--- src/rtl/core/twheel_pkg.sv ---
// Shared types, codes and widths for the timer wheel scheduler.
package twheel_pkg;

   localparam int TIMER_ENTRIES_DEF = 16;
   localparam int WHEEL_SLOTS_DEF   = 64;
   localparam int TIMEOUT_BITS_DEF  = 24;

   localparam int OPCODE_W    = 2;
   localparam int TIMEOUT_W   = 24;
   localparam int HANDLE_W    = 4;
   localparam int ENTRY_ID_W  = 4;
   localparam int STATUS_W    = 2;
   localparam int SLOT_OUT_W  = 6;
   localparam int ROT_OUT_W   = 24;
   localparam int SLOT_CNT_W  = 7;
   localparam int INTERVAL_W  = 16;
   localparam int CSR_ADDR_W  = 3;
   localparam int CSR_DATA_W  = 32;

   localparam logic [SLOT_CNT_W-1:0] SLOT_COUNT_RST    = 7'd64;
   localparam logic [INTERVAL_W-1:0] TICK_INTERVAL_RST = 16'd1;

   localparam logic [OPCODE_W-1:0] OP_ADD  = 2'd0;
   localparam logic [OPCODE_W-1:0] OP_DEL  = 2'd1;
   localparam logic [OPCODE_W-1:0] OP_TICK = 2'd2;

   localparam logic [STATUS_W-1:0] STAT_OK   = 2'd0;
   localparam logic [STATUS_W-1:0] STAT_FULL = 2'd1;
   localparam logic [STATUS_W-1:0] STAT_BAD  = 2'd2;

   localparam logic REG_SLOT_COUNT    = 1'b0;
   localparam logic REG_TICK_INTERVAL = 1'b1;

   typedef enum logic [3:0] {
      S_IDLE,
      S_FIND,
      S_DIV_TICKS,
      S_DIV_ROUNDS,
      S_DIV_SLOT,
      S_ADD_OUT,
      S_FULL_OUT,
      S_DEL_OUT,
      S_SCAN_RD,
      S_SCAN_EV,
      S_FLUSH,
      S_ADV
   } state_type;

   typedef enum logic [1:0] {
      DIV_TICKS,
      DIV_ROUNDS,
      DIV_SLOT,
      DIV_POS
   } div_sel_type;

   typedef enum logic [2:0] {
      EMIT_NONE,
      EMIT_ADD,
      EMIT_FULL,
      EMIT_DEL,
      EMIT_EMPTY,
      EMIT_PEND_LAST
   } emit_type;

   typedef struct packed {
      logic        accept;
      logic        scan_clear;
      logic        scan_next;
      logic        scan_eval;
      logic        alloc_take;
      logic        div_start;
      div_sel_type start_sel;
      logic        div_capture;
      div_sel_type cap_sel;
      emit_type    emit;
   } cmd_type;

   typedef struct packed {
      logic idx_free;
      logic idx_last;
      logic div_done;
      logic out_free;
      logic eval_emit;
      logic pend_valid;
   } sts_type;

endpackage

--- src/rtl/core/timer_wheel_scheduler_top.sv ---
// Top level of the timer wheel scheduler: register port, controller and datapath.
// One request at a time; req_stall is high from acceptance until the request has finished,
//   which for a tick includes the wheel advance after its last result is queued.
// Add: free-entry search, then three divider runs.
// Tick: each entry is scanned in a read and an evaluate state, then one divider run advances the wheel.
// Sync reset clears all entries, the wheel position and the controller; slot_count -> 64,
//   tick_interval -> 1. No clearing pass.
module timer_wheel_scheduler_top #(
   parameter int TIMER_ENTRIES = twheel_pkg::TIMER_ENTRIES_DEF,
   parameter int WHEEL_SLOTS   = twheel_pkg::WHEEL_SLOTS_DEF,
   parameter int TIMEOUT_BITS  = twheel_pkg::TIMEOUT_BITS_DEF
) (
   input  logic                                 clock,
   input  logic                                 reset,
   input  logic                                 req_valid,
   output logic                                 req_stall,
   input  logic [twheel_pkg::OPCODE_W-1:0]      req_opcode,
   input  logic [twheel_pkg::TIMEOUT_W-1:0]     req_timeout,
   input  logic [twheel_pkg::HANDLE_W-1:0]      req_handle,
   output logic                                 rsp_valid,
   input  logic                                 rsp_stall,
   output logic [twheel_pkg::ENTRY_ID_W-1:0]    rsp_entry_id,
   output logic [twheel_pkg::STATUS_W-1:0]      rsp_status,
   output logic                                 rsp_expired,
   output logic [twheel_pkg::SLOT_OUT_W-1:0]    rsp_assigned_slot,
   output logic [twheel_pkg::ROT_OUT_W-1:0]     rsp_assigned_rotation,
   output logic                                 rsp_last,
   input  logic                                 psel,
   input  logic                                 penable,
   input  logic                                 pwrite,
   input  logic [twheel_pkg::CSR_ADDR_W-1:0]    paddr,
   input  logic [twheel_pkg::CSR_DATA_W-1:0]    pwdata,
   output logic [twheel_pkg::CSR_DATA_W-1:0]    prdata,
   output logic                                 pready
);

   logic [twheel_pkg::SLOT_CNT_W-1:0] slot_count_ff;
   logic [twheel_pkg::INTERVAL_W-1:0] tick_interval_ff;
   logic                              csr_wr;
   twheel_pkg::cmd_type               cmd;
   twheel_pkg::sts_type               sts;

   assign pready = 1'b1;
   assign csr_wr = psel && penable && pwrite;

   always_ff @(posedge clock) begin
      if (reset) begin
         slot_count_ff    <= twheel_pkg::SLOT_COUNT_RST;
         tick_interval_ff <= twheel_pkg::TICK_INTERVAL_RST;
      end else if (csr_wr) begin
         if (paddr[2] == twheel_pkg::REG_SLOT_COUNT) begin
            slot_count_ff <= pwdata[twheel_pkg::SLOT_CNT_W-1:0];
         end else begin
            tick_interval_ff <= pwdata[twheel_pkg::INTERVAL_W-1:0];
         end
      end
   end

   assign prdata = (paddr[2] == twheel_pkg::REG_TICK_INTERVAL)
                   ? twheel_pkg::CSR_DATA_W'(tick_interval_ff)
                   : twheel_pkg::CSR_DATA_W'(slot_count_ff);

   twheel_ctrl u_ctrl (
      .clock      (clock),
      .reset      (reset),
      .req_valid  (req_valid),
      .req_opcode (req_opcode),
      .req_stall  (req_stall),
      .sts        (sts),
      .cmd        (cmd)
   );

   twheel_dp #(
      .TIMER_ENTRIES (TIMER_ENTRIES),
      .WHEEL_SLOTS   (WHEEL_SLOTS),
      .TIMEOUT_BITS  (TIMEOUT_BITS)
   ) u_dp (
      .clock                 (clock),
      .reset                 (reset),
      .cmd                   (cmd),
      .sts                   (sts),
      .req_timeout           (req_timeout),
      .req_handle            (req_handle),
      .slot_count            (slot_count_ff),
      .tick_interval         (tick_interval_ff),
      .rsp_stall             (rsp_stall),
      .rsp_valid             (rsp_valid),
      .rsp_entry_id          (rsp_entry_id),
      .rsp_status            (rsp_status),
      .rsp_expired           (rsp_expired),
      .rsp_assigned_slot     (rsp_assigned_slot),
      .rsp_assigned_rotation (rsp_assigned_rotation),
      .rsp_last              (rsp_last)
   );

endmodule

--- src/rtl/core/twheel_ram.sv ---
// Generic single-write, single-read RAM with registered read data.
module twheel_ram #(
   parameter int WIDTH = 8,
   parameter int DEPTH = 16
) (
   input  logic                     clock,
   input  logic                     wr_en,
   input  logic [$clog2(DEPTH)-1:0] wr_addr,
   input  logic [WIDTH-1:0]         wr_data,
   input  logic [$clog2(DEPTH)-1:0] rd_addr,
   output logic [WIDTH-1:0]         rd_data
);

   logic [WIDTH-1:0] mem_ff [DEPTH];
   logic [WIDTH-1:0] rd_data_ff;

   always_ff @(posedge clock) begin
      if (wr_en) begin
         mem_ff[wr_addr] <= wr_data;
      end
      rd_data_ff <= mem_ff[rd_addr];
   end

   assign rd_data = rd_data_ff;

endmodule

--- src/rtl/core/twheel_div.sv ---
// Restoring divider, one quotient bit per cycle.
module twheel_div #(
   parameter int DW = 24,
   parameter int VW = 16
) (
   input  logic          clock,
   input  logic          reset,
   input  logic          start,
   input  logic [DW-1:0] dividend,
   input  logic [VW-1:0] divisor,
   output logic          busy,
   output logic          done,
   output logic [DW-1:0] quotient,
   output logic [VW-1:0] remainder
);

   localparam int CW = $clog2(DW + 1);

   logic [CW-1:0] cnt_ff;
   logic          busy_ff;
   logic          done_ff;
   logic [DW-1:0] quot_ff;
   logic [VW-1:0] rem_ff;
   logic [VW-1:0] div_ff;
   logic [VW:0]   rem_sh;
   logic          fits;
   logic [VW-1:0] rem_in;
   logic [DW-1:0] quot_in;

   always_comb begin
      rem_sh  = {rem_ff, quot_ff[DW-1]};
      fits    = rem_sh >= {1'b0, div_ff};
      rem_in  = fits ? VW'(rem_sh - {1'b0, div_ff}) : VW'(rem_sh);
      quot_in = {quot_ff[DW-2:0], fits};
   end

   always_ff @(posedge clock) begin
      if (reset) begin
         busy_ff <= 1'b0;
         done_ff <= 1'b0;
         cnt_ff  <= '0;
      end else begin
         done_ff <= 1'b0;
         if (start) begin
            quot_ff <= dividend;
            rem_ff  <= '0;
            div_ff  <= divisor;
            cnt_ff  <= CW'(DW);
            busy_ff <= 1'b1;
         end else if (busy_ff) begin
            quot_ff <= quot_in;
            rem_ff  <= rem_in;
            cnt_ff  <= cnt_ff - CW'(1);
            if (cnt_ff == CW'(1)) begin
               busy_ff <= 1'b0;
               done_ff <= 1'b1;
            end
         end
      end
   end

   assign busy      = busy_ff;
   assign done      = done_ff;
   assign quotient  = quot_ff;
   assign remainder = rem_ff;

endmodule

--- src/rtl/core/twheel_ctrl.sv ---
// Controller state machine: sequences add, delete and tick requests.
module twheel_ctrl (
   input  logic                                clock,
   input  logic                                reset,
   input  logic                                req_valid,
   input  logic [twheel_pkg::OPCODE_W-1:0]     req_opcode,
   output logic                                req_stall,
   input  twheel_pkg::sts_type                 sts,
   output twheel_pkg::cmd_type                 cmd
);

   twheel_pkg::state_type state_ff;
   twheel_pkg::state_type state_in;

   always_ff @(posedge clock) begin
      if (reset) begin
         state_ff <= twheel_pkg::S_IDLE;
      end else begin
         state_ff <= state_in;
      end
   end

   always_comb begin
      state_in      = state_ff;
      cmd           = '0;
      cmd.start_sel = twheel_pkg::DIV_TICKS;
      cmd.cap_sel   = twheel_pkg::DIV_TICKS;
      cmd.emit      = twheel_pkg::EMIT_NONE;
      req_stall     = (state_ff != twheel_pkg::S_IDLE);
      case (state_ff)
         twheel_pkg::S_IDLE: begin
            if (req_valid) begin
               cmd.accept = 1'b1;
               if (req_opcode == twheel_pkg::OP_ADD) begin
                  cmd.scan_clear = 1'b1;
                  state_in       = twheel_pkg::S_FIND;
               end else if (req_opcode == twheel_pkg::OP_DEL) begin
                  state_in = twheel_pkg::S_DEL_OUT;
               end else if (req_opcode == twheel_pkg::OP_TICK) begin
                  cmd.scan_clear = 1'b1;
                  state_in       = twheel_pkg::S_SCAN_RD;
               end
            end
         end
         twheel_pkg::S_FIND: begin
            if (sts.idx_free) begin
               cmd.alloc_take = 1'b1;
               cmd.div_start  = 1'b1;
               cmd.start_sel  = twheel_pkg::DIV_TICKS;
               state_in       = twheel_pkg::S_DIV_TICKS;
            end else if (sts.idx_last) begin
               state_in = twheel_pkg::S_FULL_OUT;
            end else begin
               cmd.scan_next = 1'b1;
            end
         end
         twheel_pkg::S_DIV_TICKS: begin
            if (sts.div_done) begin
               cmd.div_start = 1'b1;
               cmd.start_sel = twheel_pkg::DIV_ROUNDS;
               state_in      = twheel_pkg::S_DIV_ROUNDS;
            end
         end
         twheel_pkg::S_DIV_ROUNDS: begin
            if (sts.div_done) begin
               cmd.div_capture = 1'b1;
               cmd.cap_sel     = twheel_pkg::DIV_ROUNDS;
               cmd.div_start   = 1'b1;
               cmd.start_sel   = twheel_pkg::DIV_SLOT;
               state_in        = twheel_pkg::S_DIV_SLOT;
            end
         end
         twheel_pkg::S_DIV_SLOT: begin
            if (sts.div_done) begin
               cmd.div_capture = 1'b1;
               cmd.cap_sel     = twheel_pkg::DIV_SLOT;
               state_in        = twheel_pkg::S_ADD_OUT;
            end
         end
         twheel_pkg::S_ADD_OUT: begin
            if (sts.out_free) begin
               cmd.emit = twheel_pkg::EMIT_ADD;
               state_in = twheel_pkg::S_IDLE;
            end
         end
         twheel_pkg::S_FULL_OUT: begin
            if (sts.out_free) begin
               cmd.emit = twheel_pkg::EMIT_FULL;
               state_in = twheel_pkg::S_IDLE;
            end
         end
         twheel_pkg::S_DEL_OUT: begin
            if (sts.out_free) begin
               cmd.emit = twheel_pkg::EMIT_DEL;
               state_in = twheel_pkg::S_IDLE;
            end
         end
         twheel_pkg::S_SCAN_RD: begin
            state_in = twheel_pkg::S_SCAN_EV;
         end
         twheel_pkg::S_SCAN_EV: begin
            if (!(sts.eval_emit && !sts.out_free)) begin
               cmd.scan_eval = 1'b1;
               state_in = sts.idx_last ? twheel_pkg::S_FLUSH : twheel_pkg::S_SCAN_RD;
            end
         end
         twheel_pkg::S_FLUSH: begin
            if (sts.out_free) begin
               cmd.emit      = sts.pend_valid ? twheel_pkg::EMIT_PEND_LAST
                                              : twheel_pkg::EMIT_EMPTY;
               cmd.div_start = 1'b1;
               cmd.start_sel = twheel_pkg::DIV_POS;
               state_in      = twheel_pkg::S_ADV;
            end
         end
         twheel_pkg::S_ADV: begin
            if (sts.div_done) begin
               cmd.div_capture = 1'b1;
               cmd.cap_sel     = twheel_pkg::DIV_POS;
               state_in        = twheel_pkg::S_IDLE;
            end
         end
         default: begin
            state_in = twheel_pkg::S_IDLE;
         end
      endcase
   end

endmodule

--- src/rtl/core/twheel_dp.sv ---
// Datapath: entry pool, wheel position, divider and result register.
module twheel_dp #(
   parameter int TIMER_ENTRIES = twheel_pkg::TIMER_ENTRIES_DEF,
   parameter int WHEEL_SLOTS   = twheel_pkg::WHEEL_SLOTS_DEF,
   parameter int TIMEOUT_BITS  = twheel_pkg::TIMEOUT_BITS_DEF
) (
   input  logic                                 clock,
   input  logic                                 reset,
   input  twheel_pkg::cmd_type                  cmd,
   output twheel_pkg::sts_type                  sts,
   input  logic [twheel_pkg::TIMEOUT_W-1:0]     req_timeout,
   input  logic [twheel_pkg::HANDLE_W-1:0]      req_handle,
   input  logic [twheel_pkg::SLOT_CNT_W-1:0]    slot_count,
   input  logic [twheel_pkg::INTERVAL_W-1:0]    tick_interval,
   input  logic                                 rsp_stall,
   output logic                                 rsp_valid,
   output logic [twheel_pkg::ENTRY_ID_W-1:0]    rsp_entry_id,
   output logic [twheel_pkg::STATUS_W-1:0]      rsp_status,
   output logic                                 rsp_expired,
   output logic [twheel_pkg::SLOT_OUT_W-1:0]    rsp_assigned_slot,
   output logic [twheel_pkg::ROT_OUT_W-1:0]     rsp_assigned_rotation,
   output logic                                 rsp_last
);

   localparam int IDX_W = $clog2(TIMER_ENTRIES);
   localparam int POS_W = $clog2(WHEEL_SLOTS);
   localparam int NSW   = $clog2(WHEEL_SLOTS + 1);
   localparam int DW    = (TIMEOUT_BITS > NSW + 1) ? TIMEOUT_BITS : NSW + 1;
   localparam int VW    = (twheel_pkg::INTERVAL_W > NSW) ? twheel_pkg::INTERVAL_W : NSW;
   localparam int RW    = POS_W + TIMEOUT_BITS;

   logic [TIMER_ENTRIES-1:0]   active_ff;
   logic [POS_W-1:0]           pos_ff;
   logic [IDX_W-1:0]           scan_idx_ff;
   logic [IDX_W-1:0]           alloc_ff;
   logic [IDX_W-1:0]           pend_ff;
   logic                       pend_valid_ff;
   logic [TIMEOUT_BITS-1:0]    timeout_ff;
   logic [twheel_pkg::HANDLE_W-1:0] handle_ff;
   logic [TIMEOUT_BITS-1:0]    rounds_ff;
   logic [POS_W-1:0]           slot_ff;

   logic                       rsp_valid_ff;
   logic [twheel_pkg::ENTRY_ID_W-1:0] rsp_entry_id_ff;
   logic [twheel_pkg::STATUS_W-1:0]   rsp_status_ff;
   logic                       rsp_expired_ff;
   logic [twheel_pkg::SLOT_OUT_W-1:0] rsp_slot_ff;
   logic [twheel_pkg::ROT_OUT_W-1:0]  rsp_rot_ff;
   logic                       rsp_last_ff;

   logic [NSW-1:0]                  n_eff;
   logic [twheel_pkg::INTERVAL_W-1:0] iv_eff;
   logic                       div_busy;
   logic                       div_done;
   logic [DW-1:0]              div_q;
   logic [VW-1:0]              div_r;
   logic [DW-1:0]              div_dd;
   logic [VW-1:0]              div_dv;
   logic [DW-1:0]              ticks_now;

   logic                       ram_we;
   logic [IDX_W-1:0]           ram_waddr;
   logic [RW-1:0]              ram_wdata;
   logic [RW-1:0]              ram_rdata;
   logic [POS_W-1:0]           rd_slot;
   logic [TIMEOUT_BITS-1:0]    rd_rounds;

   logic                       hit;
   logic                       expire;
   logic                       eval_emit_now;
   logic [IDX_W-1:0]           hidx;
   logic                       handle_ok;
   logic                       out_free;

   always_comb begin
      if (slot_count == '0) begin
         n_eff = NSW'(1);
      end else if (32'(slot_count) > WHEEL_SLOTS) begin
         n_eff = NSW'(WHEEL_SLOTS);
      end else begin
         n_eff = NSW'(slot_count);
      end
      iv_eff    = (tick_interval == '0) ? twheel_pkg::INTERVAL_W'(1) : tick_interval;
      ticks_now = (div_q == '0) ? DW'(1) : div_q;
      case (cmd.start_sel)
         twheel_pkg::DIV_TICKS: begin
            div_dd = DW'(timeout_ff);
            div_dv = VW'(iv_eff);
         end
         twheel_pkg::DIV_ROUNDS: begin
            div_dd = ticks_now;
            div_dv = VW'(n_eff);
         end
         twheel_pkg::DIV_SLOT: begin
            div_dd = DW'(div_r) + DW'(pos_ff);
            div_dv = VW'(n_eff);
         end
         twheel_pkg::DIV_POS: begin
            div_dd = DW'(pos_ff) + DW'(1);
            div_dv = VW'(n_eff);
         end
         default: begin
            div_dd = '0;
            div_dv = VW'(1);
         end
      endcase
   end

   twheel_div #(
      .DW (DW),
      .VW (VW)
   ) u_div (
      .clock     (clock),
      .reset     (reset),
      .start     (cmd.div_start),
      .dividend  (div_dd),
      .divisor   (div_dv),
      .busy      (div_busy),
      .done      (div_done),
      .quotient  (div_q),
      .remainder (div_r)
   );

   assign rd_slot   = ram_rdata[RW-1:TIMEOUT_BITS];
   assign rd_rounds = ram_rdata[TIMEOUT_BITS-1:0];

   assign hit           = active_ff[scan_idx_ff] && (rd_slot == pos_ff);
   assign expire        = hit && (rd_rounds == '0);
   assign eval_emit_now = cmd.scan_eval && expire && pend_valid_ff;
   assign hidx          = IDX_W'(handle_ff);
   assign handle_ok     = (32'(handle_ff) < TIMER_ENTRIES) && active_ff[hidx];
   assign out_free      = !rsp_valid_ff || !rsp_stall;

   always_comb begin
      ram_we    = 1'b0;
      ram_waddr = scan_idx_ff;
      ram_wdata = {rd_slot, rd_rounds - TIMEOUT_BITS'(1)};
      if (cmd.emit == twheel_pkg::EMIT_ADD) begin
         ram_we    = 1'b1;
         ram_waddr = alloc_ff;
         ram_wdata = {slot_ff, rounds_ff};
      end else if (cmd.scan_eval && hit && !expire) begin
         ram_we = 1'b1;
      end
   end

   twheel_ram #(
      .WIDTH (RW),
      .DEPTH (TIMER_ENTRIES)
   ) u_entry_ram (
      .clock   (clock),
      .wr_en   (ram_we),
      .wr_addr (ram_waddr),
      .wr_data (ram_wdata),
      .rd_addr (scan_idx_ff),
      .rd_data (ram_rdata)
   );

   always_ff @(posedge clock) begin
      if (reset) begin
         active_ff     <= '0;
         pos_ff        <= '0;
         scan_idx_ff   <= '0;
         pend_valid_ff <= 1'b0;
         rsp_valid_ff  <= 1'b0;
      end else begin
         if (rsp_valid_ff && !rsp_stall) begin
            rsp_valid_ff <= 1'b0;
         end
         if (cmd.accept) begin
            timeout_ff <= TIMEOUT_BITS'(req_timeout);
            handle_ff  <= req_handle;
         end
         if (cmd.scan_clear) begin
            scan_idx_ff   <= '0;
            pend_valid_ff <= 1'b0;
         end else if (cmd.scan_next || cmd.scan_eval) begin
            scan_idx_ff <= scan_idx_ff + IDX_W'(1);
         end
         if (cmd.alloc_take) begin
            alloc_ff <= scan_idx_ff;
         end
         if (cmd.div_capture) begin
            case (cmd.cap_sel)
               twheel_pkg::DIV_ROUNDS: rounds_ff <= TIMEOUT_BITS'(div_q);
               twheel_pkg::DIV_SLOT:   slot_ff   <= POS_W'(div_r);
               twheel_pkg::DIV_POS:    pos_ff    <= POS_W'(div_r);
               default: ;
            endcase
         end
         if (cmd.scan_eval && expire) begin
            active_ff[scan_idx_ff] <= 1'b0;
            pend_ff                <= scan_idx_ff;
            pend_valid_ff          <= 1'b1;
         end
         if (eval_emit_now) begin
            rsp_valid_ff    <= 1'b1;
            rsp_entry_id_ff <= twheel_pkg::ENTRY_ID_W'(pend_ff);
            rsp_status_ff   <= twheel_pkg::STAT_OK;
            rsp_expired_ff  <= 1'b1;
            rsp_slot_ff     <= '0;
            rsp_rot_ff      <= '0;
            rsp_last_ff     <= 1'b0;
         end
         case (cmd.emit)
            twheel_pkg::EMIT_NONE: ;
            twheel_pkg::EMIT_ADD: begin
               active_ff[alloc_ff] <= 1'b1;
               rsp_valid_ff    <= 1'b1;
               rsp_entry_id_ff <= twheel_pkg::ENTRY_ID_W'(alloc_ff);
               rsp_status_ff   <= twheel_pkg::STAT_OK;
               rsp_expired_ff  <= 1'b0;
               rsp_slot_ff     <= twheel_pkg::SLOT_OUT_W'(slot_ff);
               rsp_rot_ff      <= twheel_pkg::ROT_OUT_W'(rounds_ff);
               rsp_last_ff     <= 1'b1;
            end
            twheel_pkg::EMIT_FULL: begin
               rsp_valid_ff    <= 1'b1;
               rsp_entry_id_ff <= '0;
               rsp_status_ff   <= twheel_pkg::STAT_FULL;
               rsp_expired_ff  <= 1'b0;
               rsp_slot_ff     <= '0;
               rsp_rot_ff      <= '0;
               rsp_last_ff     <= 1'b1;
            end
            twheel_pkg::EMIT_DEL: begin
               if (handle_ok) begin
                  active_ff[hidx] <= 1'b0;
               end
               rsp_valid_ff    <= 1'b1;
               rsp_entry_id_ff <= twheel_pkg::ENTRY_ID_W'(handle_ff);
               rsp_status_ff   <= handle_ok ? twheel_pkg::STAT_OK : twheel_pkg::STAT_BAD;
               rsp_expired_ff  <= 1'b0;
               rsp_slot_ff     <= '0;
               rsp_rot_ff      <= '0;
               rsp_last_ff     <= 1'b1;
            end
            twheel_pkg::EMIT_EMPTY: begin
               rsp_valid_ff    <= 1'b1;
               rsp_entry_id_ff <= '0;
               rsp_status_ff   <= twheel_pkg::STAT_OK;
               rsp_expired_ff  <= 1'b0;
               rsp_slot_ff     <= '0;
               rsp_rot_ff      <= '0;
               rsp_last_ff     <= 1'b1;
            end
            twheel_pkg::EMIT_PEND_LAST: begin
               rsp_valid_ff    <= 1'b1;
               rsp_entry_id_ff <= twheel_pkg::ENTRY_ID_W'(pend_ff);
               rsp_status_ff   <= twheel_pkg::STAT_OK;
               rsp_expired_ff  <= 1'b1;
               rsp_slot_ff     <= '0;
               rsp_rot_ff      <= '0;
               rsp_last_ff     <= 1'b1;
            end
            default: ;
         endcase
      end
   end

   always_comb begin
      sts            = '0;
      sts.idx_free   = !active_ff[scan_idx_ff];
      sts.idx_last   = (scan_idx_ff == IDX_W'(TIMER_ENTRIES - 1));
      sts.div_done   = div_done;
      sts.out_free   = out_free;
      sts.eval_emit  = expire && pend_valid_ff;
      sts.pend_valid = pend_valid_ff;
   end

   assign rsp_valid             = rsp_valid_ff;
   assign rsp_entry_id          = rsp_entry_id_ff;
   assign rsp_status            = rsp_status_ff;
   assign rsp_expired           = rsp_expired_ff;
   assign rsp_assigned_slot     = rsp_slot_ff;
   assign rsp_assigned_rotation = rsp_rot_ff;
   assign rsp_last              = rsp_last_ff;

   a_div_idle_start: assert property (@(posedge clock) disable iff (reset)
      cmd.div_start |-> !div_busy)
      else $error("divider restarted while busy");

   a_emit_room: assert property (@(posedge clock) disable iff (reset)
      (cmd.emit != twheel_pkg::EMIT_NONE || eval_emit_now) |-> out_free)
      else $error("result register overwritten");

   a_alloc_free: assert property (@(posedge clock) disable iff (reset)
      cmd.emit == twheel_pkg::EMIT_ADD |-> !active_ff[alloc_ff])
      else $error("allocated entry already active");

   a_slot_range: assert property (@(posedge clock) disable iff (reset)
      cmd.emit == twheel_pkg::EMIT_ADD |-> 32'(slot_ff) < 32'(n_eff))
      else $error("assigned slot beyond slot count");

endmodule

--- config.mk ---
export PLATFORM = sky130hd
export DESIGN_NAME = timer_wheel_scheduler_top
export DESIGN_NICKNAME = d
export VERILOG_FILES = /design/src/rtl/core/twheel_pkg.sv /design/src/rtl/core/timer_wheel_scheduler_top.sv /design/src/rtl/core/twheel_ram.sv /design/src/rtl/core/twheel_div.sv /design/src/rtl/core/twheel_ctrl.sv /design/src/rtl/core/twheel_dp.sv
export SDC_FILE = /design/constraint.sdc
export NUM_CORES = 1
export LEC_CHECK = 0
export ABC_AREA = 1
export BUFFER_PORTS_ARGS = -buffer_cell sky130_fd_sc_hd__buf_2
export CORE_MARGIN = 8
export CORE_UTILIZATION = 53
export CTS_BUF_LIST = sky130_fd_sc_hd__clkbuf_8
export DETAILED_ROUTE_END_ITERATION = 12
export PLACE_DENSITY_LB_ADDON = 0.3
export RECOVER_POWER = 25
export SYNTH_ARGS = -nofsm -noshare
export SYNTH_HDL_FRONTEND = slang
export SYNTH_SLANG_ARGS = --single-unit
--- constraint.sdc ---
create_clock -name clock -period 3.25 [get_ports clock]
set_input_delay 0.1625 -clock clock [delete_from_list [all_inputs] [get_ports clock]]
set_output_delay 0.1625 -clock clock [all_outputs]
set_load 0.01 [all_outputs]
* Yosys cells after proc, flatten, opt, wreduce, memory -nomap -nowiden
Memory sizes are Yosys's and may differ from the RTL's. A register that Yosys moved wholly into a read port is not among the register bits.
Cells that the tools add are included.
** Operators by class
- Bitwise gates (word level) :: 8
- Equal/unequal tests :: 38
- Magnitude comparators :: 8
- Reductions and logical operators :: 63
- Add/sub/neg operators :: 6
- Mux-type cells :: 94
** Operators with widths (count)
- 2-to-1 mux 16 bit :: 7
- 2-to-1 mux 24 bit :: 4
- one-hot mux 24 bit (4 select lines) :: 1
- 2-to-1 mux 4 bit :: 16
- one-hot mux 16 bit (2 select lines) :: 2
- zero test 24 bit :: 2
- one-hot mux 24 bit (2 select lines) :: 1
- one-hot mux 4 bit (10 select lines) :: 1
- bitwise AND 16 bit :: 2
- inverter 16 bit :: 2
- 2-to-1 mux 1 bit :: 31
- 2-to-1 mux 30 bit :: 1
- AND reduction 2 bit :: 13
- one-hot mux 3 bit (4 select lines) :: 2
- subtractor 24 x 1 -> 24 bit, second input constant :: 1
- == test 4 bit, second input constant :: 5
- adder 16 x 6 -> 17 bit :: 1
- >= comparator 17 x 16 -> 1 bit :: 1
- == test 4 x 3 -> 1 bit, second input constant :: 4
- zero test 16 bit :: 1
- bitwise OR 16 bit :: 1
- one-hot mux 4 bit (4 select lines) :: 1
- subtractor 16 bit :: 1
- < comparator 4 x 5 -> 1 bit, second input constant :: 3
- other kinds (47) :: 113
** Word-level totals
- Memory bits (writable) :: 480
- Output and inout port bits :: 73
- Input bits :: 72
- Memories kept :: 1
- Flip-flop bits (word level) :: 222
** Memory list
- u_dp.u_entry_ram.mem_ff :: words 16, width 30, read ports 1, clocked after Yosys merged registers in 1, wr ports 1, line twheel_ram.sv:14 : logic [WIDTH-1:0] mem_ff [DEPTH];

* Depth between registers and ports, before layout
- Depth after elaboration :: 14
- Depth in mapped cells :: 16

* By module
Synthesis repeated with hierarchy kept, for this count alone.
** Second synthesis, totals
- Cells, all modules :: 3765
- Area total of the unflattened synthesis :: 34784.6 sq um
** By module, submodules not included
- twheel_ram :: cells each 1989, area each 21299.2 sq um, seq. area each 15014.4 sq um, instances 1
- twheel_dp :: cells each 993, area each 7816.2 sq um, seq. area each 3683.5 sq um, instances 1
- twheel_div :: cells each 477, area each 3812.4 sq um, seq. area each 1821.7 sq um, instances 1
- timer_wheel_scheduler_top :: cells each 205, area each 1308.8 sq um, seq. area each 460.4 sq um, instances 1
- twheel_ctrl :: cells each 101, area each 548.0 sq um, seq. area each 80.1 sq um, instances 1

* Worst setup path before layout
OpenSTA, ideal clock, no wires.
- Kind :: reg2reg
- Start :: register u_dp.scan_idx_ff[0]
- End :: register u_dp.u_div.quot_ff[0] (netlist: u_dp.u_div.quotient[0]) (enable)
- Clock period less this slack :: 3.224 ns
- Slack :: 0.026 ns
- Arrival time :: 2.819 ns
- Library setup time :: 0.405 ns
- Cell stages (with the launch flop) :: 16
- Required time :: 2.845 ns
- Buffers on the path :: 3
- Cells stage by stage :: dfxtp_1 -> buf_6 -> buf_4 -> nand2_1 -> nand3_1 -> nand2_1 -> nand2_1 -> nand2_2 -> nor2_4 -> nand2_2 -> nand3_4 -> buf_6 -> nand2_1 -> inv_2 -> nor2_1 -> nor2_1
** On the way
- Cells in the longest elaborated chain, start to end :: 6
** RTL lines
- start, declared :: line twheel_dp.sv:34 : logic [IDX_W-1:0] scan_idx_ff;
- start signal, assigned :: line twheel_dp.sv:178 : scan_idx_ff <= scan_idx_ff + IDX_W'(1);
- binary-select mux 1 bit (select 4 bit) (*) :: line twheel_dp.sv:263 : sts.idx_free = !active_ff[scan_idx_ff];
- 2-to-1 mux 1 bit (implied by the code) (*) :: line twheel_dp.sv:263
- 2-to-1 mux 4 bit (*) :: line twheel_ctrl.sv:46 : if (sts.idx_free) begin
- one-hot mux 3 bit (4 select lines) (*) :: line twheel_ctrl.sv:30 : case (state_ff)
- inequality test 3 x 2 -> 1 bit (no source line) / nonzero test 2 bit (equally long branches)
- AND reduction 3 bit (no source line) (*)
- end signal, assigned :: line twheel_div.sv:45 : quot_ff <= dividend;
- end signal, assigned :: line twheel_div.sv:51 : quot_ff <= quot_in;
- end, declared :: line twheel_div.sv:22 : logic [DW-1:0] quot_ff;
Every way passes the cells marked *; elsewhere a longest branch is shown, timed or not. The select of a mux whose other input is x is not followed.
A chain may end at the register's enable or synchronous reset.

* Final worst setup path
- Start :: register u_ctrl.state_ff[2]
- End :: memory u_dp.u_entry_ram.mem_ff[3][12] (netlist bit) (enable)
** On the way
- Cells in the longest elaborated chain, start to end :: 8
** RTL lines
- start, declared :: line twheel_ctrl.sv:12 : twheel_pkg::state_type state_ff;
- start signal, assigned :: line twheel_ctrl.sv:17 : state_ff <= twheel_pkg::S_IDLE;
- start signal, assigned :: line twheel_ctrl.sv:19 : state_ff <= state_in;
- parallel branches: the longest is 8 deep, another holds == test 4 bit
- end, declared :: line twheel_ram.sv:14
Parallel ways; which one is timed is not known.

==> results.rst <==
.. list-table::
   :header-rows: 1

   * - Metric
     - Value
   * - Result of the run
     - finished, violations left
   * - Violations in the final reports
     - max-capacitance violations, max-slew violations
   * - Cells on Worst Hold Path
     - 6
   * - Total leakage power
     - 13.13 nW
   * - Setup repair after global routing missed its margin
     - no
   * - Cell at the root of the clock tree
     - clkbuf_8
   * - Pwr Total
     - 22.58 mW
   * - Most instantiated cells after synthesis
     - edfxtp_1, nand2_1, nor2_1, o21ai_0, inv_1
   * - Final #Nets
     - 3201
   * - Sequential-to-total area share from yosys stat
     - 67.37%
   * - Count of yosys warnings during synthesis
     - 0
   * - Top area cells in the synthesized netlist
     - edfxtp_1, dfxtp_1, o21ai_0
   * - Port bufs
     - 109
   * - Maximum fanout encountered on the critical timing path
     - 26
   * - Max_slew headroom
     - -20.41%
   * - Proportion of register bits with asynchronous set or reset after synthesis
     - 0%
   * - Power density relative to cell area
     - 634.7 nW/um^2
   * - Layout overhead on the synthesized area
     - 13.81%
   * - Placed insts
     - 3701
   * - Max Transition Viols Final
     - 272
   * - Most used standard cell by instance count after synthesis
     - edfxtp_1
   * - Most frequent cell on the critical path
     - nor2_1
   * - Worst Setup Start Kind
     - register
   * - Tot GR Track Use
     - 23.79%
   * - Final routed DRC violation total
     - 0
   * - Buffers inserted by post-CTS timing repair
     - 0
   * - Maximum Capacitance Violations
     - 2
   * - Syn Inst Count
     - 2888
   * - Post-synth cell types
     - 55
   * - Final count of hold timing violations
     - 0
   * - X dimension of the die
     - 258.9 um
   * - Average instance area after synthesis
     - 10.82 sq um
   * - Iteration count of the initial detailed-routing pass
     - 8
   * - Met3 usage in global routing
     - 3.958%
   * - Initial antenna violation count
     - 1
   * - Maximum number of pins on one net before global-route repair
     - 244
   * - Aggregate negative setup slack
     - 0 ns
   * - Worst reg2reg path depth
     - 9
   * - Cell-by-cell listing of the critical path
     - inv_1 -> nor2_1 -> inv_2 -> nor2_1 -> nand2_2 -> a21oi_1 -> nand3_1 -> nor2_4 -> buf_12
   * - Number of enable flip-flop cells after synthesis
     - 640
   * - CTS Buf Count
     - 111
   * - Endpoint required time on the critical path
     - 3.66 ns
   * - GRT met1 Usage
     - 31.00%
   * - Top-Level Pins
     - 145
   * - Endpoint type of the worst setup path
     - register
   * - Site row count
     - 89
   * - R2r setup slk
     - 0.29 ns
   * - Measured slew at the worst slew-check pin
     - 1.806 ns
   * - Worst Setup Slack post-DPL
     - 0.3720 ns
   * - Final HPWL DP
     - 50060 um
   * - Share of cells above drive strength 1
     - 9.490%
   * - Total via count after detailed routing
     - 22730
   * - CP bufs+invs
     - 3
   * - WS Path Type
     - reg2reg
   * - Dominant synthesized flop cell
     - edfxtp_1
   * - Classification of the worst-slack hold path
     - in2reg
   * - Die outline height
     - 258.9 um
   * - CTS sink cnt
     - 732
   * - Clock tree from TritonCTS
     - built
   * - Critical-path top delay cell
     - nand3_1
   * - Total routed wirelength
     - 81510 um
   * - Wire length of the first global-routing pass
     - 124900 um
   * - Worst-skew pair later-pin latency
     - 0.75 ns
   * - Final cycle utilization of the critical path
     - 91.18%
   * - Final Non-Filler Cells
     - 3968
   * - DIE AREA
     - 67010 sq um
   * - GRT overflow
     - 0
   * - Detail-routed via count per cell
     - 5.727
   * - Placeable Area
     - 58690 sq um
   * - Final setup violation count
     - 0
   * - Slowest Stage Delay on Critical Path
     - 0.45 ns
   * - RePlAce Congestion
     - 0.8878
   * - Upper clock frequency limit
     - 0.3375 GHz
   * - Levels on crit path
     - 9
   * - Final worst clock skew
     - 0.04249 ns
   * - Detail-routed net length per standard cell
     - 20.54 um
   * - Worst Setup Slack, final
     - 0.2868 ns
   * - Antenna-violating nets left
     - 0
   * - Highest ir drop seen on vdd
     - 0.4900 mV
   * - Worst hold slack
     - 0.06690 ns
   * - Synthesized flop and latch total
     - 732
   * - Worst-case clock buffer depth
     - 3
   * - Drt first-iter violations
     - 2270
   * - Category of cells accounting for the largest share of critical-path delay
     - simple AND/OR/NAND/NOR gates
   * - Syn Std Cell Area
     - 31260 sq um
   * - Top-area cell type share of the netlist area
     - 61.48%
   * - Busiest metal layer after global routing
     - met2
   * - Clk pin slew, worst setup/hold paths
     - 0.06 ns
   * - Initial Utilization
     - 53.27%
   * - Arrival time reported for the critical path endpoint
     - 3.38 ns
   * - Top cell type by total area after synthesis
     - edfxtp_1
   * - Tmin final
     - 2.963 ns
   * - Count of H-tree levels built during CTS
     - 3
   * - Via count of the first global-routing pass
     - 22450
   * - Met2 GRT Util
     - 39.83%
-- per-stage QoR --
step	area [sq um]	utilization (%)
floorplan	31320	-
global placement	33020	56.26
detailed placement	33020	56.26
CTS	35710	60.84
global route	35570	60.62
finish	35580	60.62
-- final timing paths --
kind / from / endpoint
max: u_ctrl.state_ff[2] / u_dp.u_entry_ram.mem_ff[3][12]
min: req_valid / u_dp.scan_idx_ff[0]
max reg2reg: u_ctrl.state_ff[2] / u_dp.u_entry_ram.mem_ff[3][12]
min reg2reg: u_dp.active_ff[6] / u_dp.active_ff[6]
-- state kept, by name (all words and copies together) (netlist names), 4 cells and up --
name / flops
u_ctrl.state_ff: 4
u_dp.rounds_ff: 24
u_dp.active_ff: 16
u_dp.u_div.div_ff: 16
u_dp.u_entry_ram.rd_data: 30
u_dp.handle_ff: 4
u_dp.u_div.remainder: 16
tick_interval_ff: 16
u_dp.rsp_entry_id: 4
u_dp.timeout_ff: 24
slot_count_ff: 7
u_dp.alloc_ff: 4
u_dp.rsp_assigned_slot: 6
u_dp.pos_ff: 6
u_dp.pend_ff: 4
u_dp.u_entry_ram.mem_ff: 480
u_dp.scan_idx_ff: 4
u_dp.slot_ff: 6
u_dp.u_div.quotient: 24
u_dp.u_div.cnt_ff: 5
u_dp.rsp_assigned_rotation: 24
-- final cells by class --
| class | count | area, sq um |
|---|---|---|
| Antenna cell | 2 | 5.005 |
| Inverter | 238 | 898.4 |
| Fill cell | 4769 | 23110 |
| Clock inverter | 93 | 526.8 |
| Multi-Input combinational cell | 1785 | 8810 |
| Timing Repair Buffer | 228 | 1692 |
| Sequential cell | 732 | 21070 |
| Tap cell | 773 | 967.2 |
| Clock buffer | 117 | 1610 |
-- where the power goes --
group | total (mW) | switching (mW) | leakage (nW) | internal (mW)
combinational | 3.66 | 2.57 | 5.30 | 1.09
sequential | 11.7 | 0.403 | 6.60 | 11.2
clock | 7.26 | 3.59 | 1.23 | 3.67
total | 22.6 | 6.56 | 13.1 | 16.0
-- routing by layer --
metal	part of all wire, %	vias to the layer above
li1	-	10570
met1	40	10970
met2	49	999
met3	7.5	194
met4	3.4	0
met5	0	-
-- placed cells by master (no fill, tap or decap), types with 55 or more instances in the layout --
cell type / instances
a21oi_1: 87
clkbuf_1: 69
clkbuf_8: 117
dfxtp_1: 90
dlygate4sd3_1: 55
edfxtp_1: 640
inv_1: 265
nand2_1: 448
nand3_1: 81
nand4_1: 61
nor2_1: 415
o21ai_0: 354
o22ai_1: 123
-- logic make-up after synthesis --
kind of cell	synth area share, %
buf+inv	5.063
xor+xnor	0.6164
simple gates	14.58
other cells	0.02402
compound gates	10.95
fa+ha+maj	1.401
flops	67.37
-- worst reg2reg max path: cells and delay by family (launching register included) --
family                 cells  cell delay [ns]
AND/OR/NAND/NOR            5             1.34
flip-flops                 1             0.40
buffers and inverters      3             0.46
AO/OA/AOI/OAI              1             0.43
-- what timing repair did --
| action | in CTS | in global routing |
|---|---|---|
| hold endpoints to repair | 59 | 0 |
| hold buffers | 55 | 0 |
| setup endpoints to repair | 0 | 16 |
| gates resized for setup | 0 | 1 |
(Power assumes the default switching activity.)
